==> config.mk <==
export PLATFORM = sky130hd
export DESIGN_NAME = mcvr_cell
export DESIGN_NICKNAME = d
export VERILOG_FILES = /design/src/rtl/core/mcvr_cell.sv
export SDC_FILE = /design/constraint.sdc
export NUM_CORES = 1
export LEC_CHECK = 0
export ABC_AREA = 1
export BUFFER_PORTS_ARGS = -buffer_cell sky130_fd_sc_hd__buf_2
export CORE_UTILIZATION = 38
export DETAILED_ROUTE_END_ITERATION = 12
export PLACE_DENSITY = 0.5
export SETUP_SLACK_MARGIN = 0.4
export SKIP_CTS_REPAIR_TIMING = 1
export SYNTH_ARGS = -nofsm -noshare
export SYNTH_HDL_FRONTEND = slang
export SYNTH_SLANG_ARGS = --single-unit
==> constraint.sdc <==
create_clock -name clk -period 16.1 [get_ports clk]
set_input_delay 0.805 -clock clk [delete_from_list [all_inputs] [get_ports clk]]
set_output_delay 0.805 -clock clk [all_outputs]
set_load 0.02 [all_outputs]
==> src/rtl/core/mcvr_cell.sv <==
// ----------------------------------------------------------------------------
// mcvr_cell
// one cell of the chain: holds one row of b, forms a*b products and passes
// the partial ab sum to its neighbor
// ----------------------------------------------------------------------------
module mcvr_cell #(
  parameter int VALUE_BITS = 16,
  parameter int MAX_DIM = 32,
  parameter int ACC_W = 2 * VALUE_BITS + 6
) (
  input  logic                          clk,
  input  logic                          b_we,
  input  logic [$clog2(MAX_DIM+1)-1:0]  b_col_wr,
  input  logic signed [VALUE_BITS-1:0]  b_wdata,
  input  logic [$clog2(MAX_DIM+1)-1:0]  b_col_rd,
  input  logic                          active,
  input  logic signed [VALUE_BITS-1:0]  a_in,
  input  logic signed [ACC_W-1:0]       sum_in,
  output logic signed [ACC_W-1:0]       sum_out
);
  localparam int IW = (MAX_DIM > 1) ? $clog2(MAX_DIM) : 1;
  logic signed [VALUE_BITS-1:0] row_mem [MAX_DIM];
  logic signed [VALUE_BITS-1:0] b_rd_r;
  logic signed [2*VALUE_BITS-1:0] prod;

  always_ff @(posedge clk) begin
    if (b_we) row_mem[b_col_wr[IW-1:0]] <= b_wdata;
    b_rd_r <= row_mem[b_col_rd[IW-1:0]];
  end

  assign prod = a_in * b_rd_r;

  always_ff @(posedge clk) begin
    sum_out <= sum_in + (active ? ACC_W'(prod) : '0);
  end
endmodule

==> flow_summary_export.csv <==
group,metric,value,unit
cells_and_area,area_growth,10.1,%
logic_synthesis,seq_area_frac_synth,0.478,
clock_tree,cts_tree,"yes",
sta,slew_violations,0,
floorplan,die_h,303,microns
logic_synthesis,synth.most_common_cell,"inv_1",
floorplan,core,89900,sq um
cells_and_area,drive_above_1_share,0.0772,
drt,drcViolationCount,0,
clock_tree,clock_path_buffers,3,
logic_synthesis,ys_seq_elements,566,
drt,ant_nets,0,
clock_tree,clock-sinks,566,
global_routing,grt_pass1_vias,24080,
worst_hold_path,whs_path_depth,2,
logic_synthesis,synth_top_area_cell,"edfxtp_1",
worst_setup_path,crit_type,"flip-flop to flip-flop",
drt,via_count,23969,
logic_synthesis,synth_area,34400,sq um
placement,io_buffer_count,120,
floorplan,die_area,91800,sq um
logic_synthesis,synthFlopType,"edfxtp_1",
logic_synthesis,synth_warnings,0,
sta,max_slew.worst_pin.slew,1190,ps
placement,gp_routability_congestion,0.879,
placement,dpl.hpwl,63.5,mm
worst_setup_path,critPathArrivalTime,8810,ps
worst_setup_path,critPathLaunchType,"flip-flop",
placement,pre_cts_ws,7650,ps
logic_synthesis,ys_top_cells_by_count,"inv_1, nand2_1, edfxtp_1, nor2_1, o21ai_0",
clock_tree,cts_buffers,61,
drt,dr.pass1.iters,6,
logic_synthesis,synth.distinct_cells,45,
job,drv_cap,0,
logic_synthesis,syn_inst,3430,
worst_setup_path,cp_slowest_cell,"dfxtp_1",
worst_setup_path,path_max_fanout,16,
sta,hold_viol,0,
floorplan,die_x,303,microns
worst_setup_path,reg2reg_to,"sum_out[33]$_DFF_P_",
clock_tree,htree_levels,2,
cells_and_area,multiInputGateArea,15200,sq um
logic_synthesis,syn_nets,3897,
cells_and_area,n_antenna_cell,0,
cells_and_area,post-route-util,0.422,
logic_synthesis,synth-async-reset-ratio,0,
global_routing,grt_max_degree,143,
cells_and_area,nFillCells,8833,
clock_tree,clkLatencyLatePin,690,ps
cells_and_area,regArea,16500,sq um
sta,fmax,0.121,GHz
worst_setup_path,r2r_cells,30,
sta,post-route-period-util,0.514,
floorplan,initial_core_util,0.383,
sta,fin_ws,7820,ps
global_routing,gr-usage-all-layers,0.210,
global_routing,overflow,0,
sta,final-setup-viol-count,0,
drt,drt_iter0_drc,1671,
sta,clock_skew,78.9,ps
clock_tree,ctsRootBufferMaster,"clkbuf_16",
logic_synthesis,yosys.area.top_type_share,0.447,
worst_hold_path,whs_endpoint,"sum_out[0]$_DFF_P_",
floorplan,row_count,110,
floorplan,io_pins,123,
worst_setup_path,r2r_setup_slack,7820,ps
sta,grt_setup_unrepaired,"no",
logic_synthesis,syn_area_per_cell,10.0,sq um
worst_setup_path,critPathMostFrequentCell,"inv_1",
global_routing,antenna_found_initial,0,
drt,routedWlPerCell,20.3,microns
worst_setup_path,cp.required,16630,ps
drt,wl,95.6,mm
worst_setup_path,max_stage_delay,900,ps
drt,vias_per_cell,5.10,
worst_hold_path,hold_path.class,"primary input to flip-flop",
status,status,"completed",
logic_synthesis,yosys-top-cells-area,"edfxtp_1, fa_1, inv_1, nand2_1, nor2_1",
cells_and_area,final_nets,3941,
worst_setup_path,endpoint_kind,"flip-flop",
worst_hold_path,hold_start,"sum_in[0]",
clock_tree,clkSlewWorstSetupHoldPaths,60,ps
worst_setup_path,rr_startpoint,"b_rd_r[1]$_DFF_P_",
sta,finalCriticalPeriod,8280,ps
sta,slew_headroom,0.205,
logic_synthesis,synth_edf_count,512,
sta,finalSetupTns,0,ps
global_routing,grt_pass1_wl,145,mm
[per-stage QoR]
stage | hold WS, ps | std cells | cell area (sq um)
after floorplan | 661 | 3430 | 34400
after global placement | 749 | 4587 | 36000
after detailed placement | 744 | 4587 | 36000
after CTS | 444 | 4698 | 37900
after global routing | 451 | 4698 | 37900
final | 490 | 4698 | 37900
[logic make-up (layout without fill, tap and decap cells)]
| group | Yosys count | in the layout | synth area share |
|---|---|---|---|
| flops | 566 | 566 | 0.478 |
| compound gates | 613 | 613 | 0.105 |
| simple gates | 1128 | 1128 | 0.130 |
| xor+xnor | 37 | 37 | 0.00942 |
| buf+inv | 704 | 796 | 0.0810 |
| fa+ha+maj | 382 | 382 | 0.196 |
[worst max path at each step]
stage / start / slack, ps / to
4_1_cts: b_rd_r[1]$_DFF_P_ / 7830 / sum_out[33]$_DFF_P_
3_5_place_dp: a_in[15] / 7650 / sum_out[33]$_DFF_P_
5_1_grt: b_rd_r[1]$_DFF_P_ / 7350 / sum_out[33]$_DFF_P_
2_1_floorplan: a_in[7] / 9030 / sum_out[37]$_DFF_P_
6_report: b_rd_r[1]$_DFF_P_ / 7820 / sum_out[33]$_DFF_P_
3_3_place_gp: a_in[15] / 7760 / sum_out[33]$_DFF_P_
[routing by layer]
layer  GRT usage  wire length, microns  vias to the layer above
li1            -                     -                    11444
met1       0.274                 42200                    11888
met2       0.368                 47300                      520
met3      0.0239                  3870                      117
met4      0.0540                  2190                        0
met5           0                     0                        -
[area by class of cell]
class	instances	share of cell area
clock buffer	87	0.0439
multi-input combinational	2160	0.402
tap	1176	0.0388
timing repair buffer	147	0.0215
sequential	566	0.434
inverter	538	0.0536
clock inverter	24	0.00588
[cell usage in the layout (no fill, tap or decap), types with 95 or more instances in the layout]
cell | Yosys | layout
edfxtp_1 | 512 | 512
nand2_1 | 524 | 524
o21ai_0 | 305 | 305
fa_1 | 263 | 263
a21oi_1 | 95 | 95
nand3_1 | 100 | 100
inv_1 | 534 | 533
nor2_1 | 457 | 437
buf_2 | 23 | 118
o221ai_1 | 102 | 102
ha_1 | 119 | 119
[sequential cells by signal, indices dropped and copies added (netlist names)]
name     cells
sum_out     38
row_mem    512
b_rd_r      16
[worst max-delay path: cells and delay by family, from the launching register on]
kind / cells / cell delay [ps]
AOI/OAI and AO/OA: 2 / 400
xor gates and xnor gates: 1 / 190
adders and majority gates: 8 / 3550
buffers and inverters: 7 / 1000
DFF: 1 / 900
and+or+nand+nor: 12 / 2100
Power is left out: the tool's default activity adds up to more than one toggle a clock period on the data nets, which glitch-free logic cannot reach.
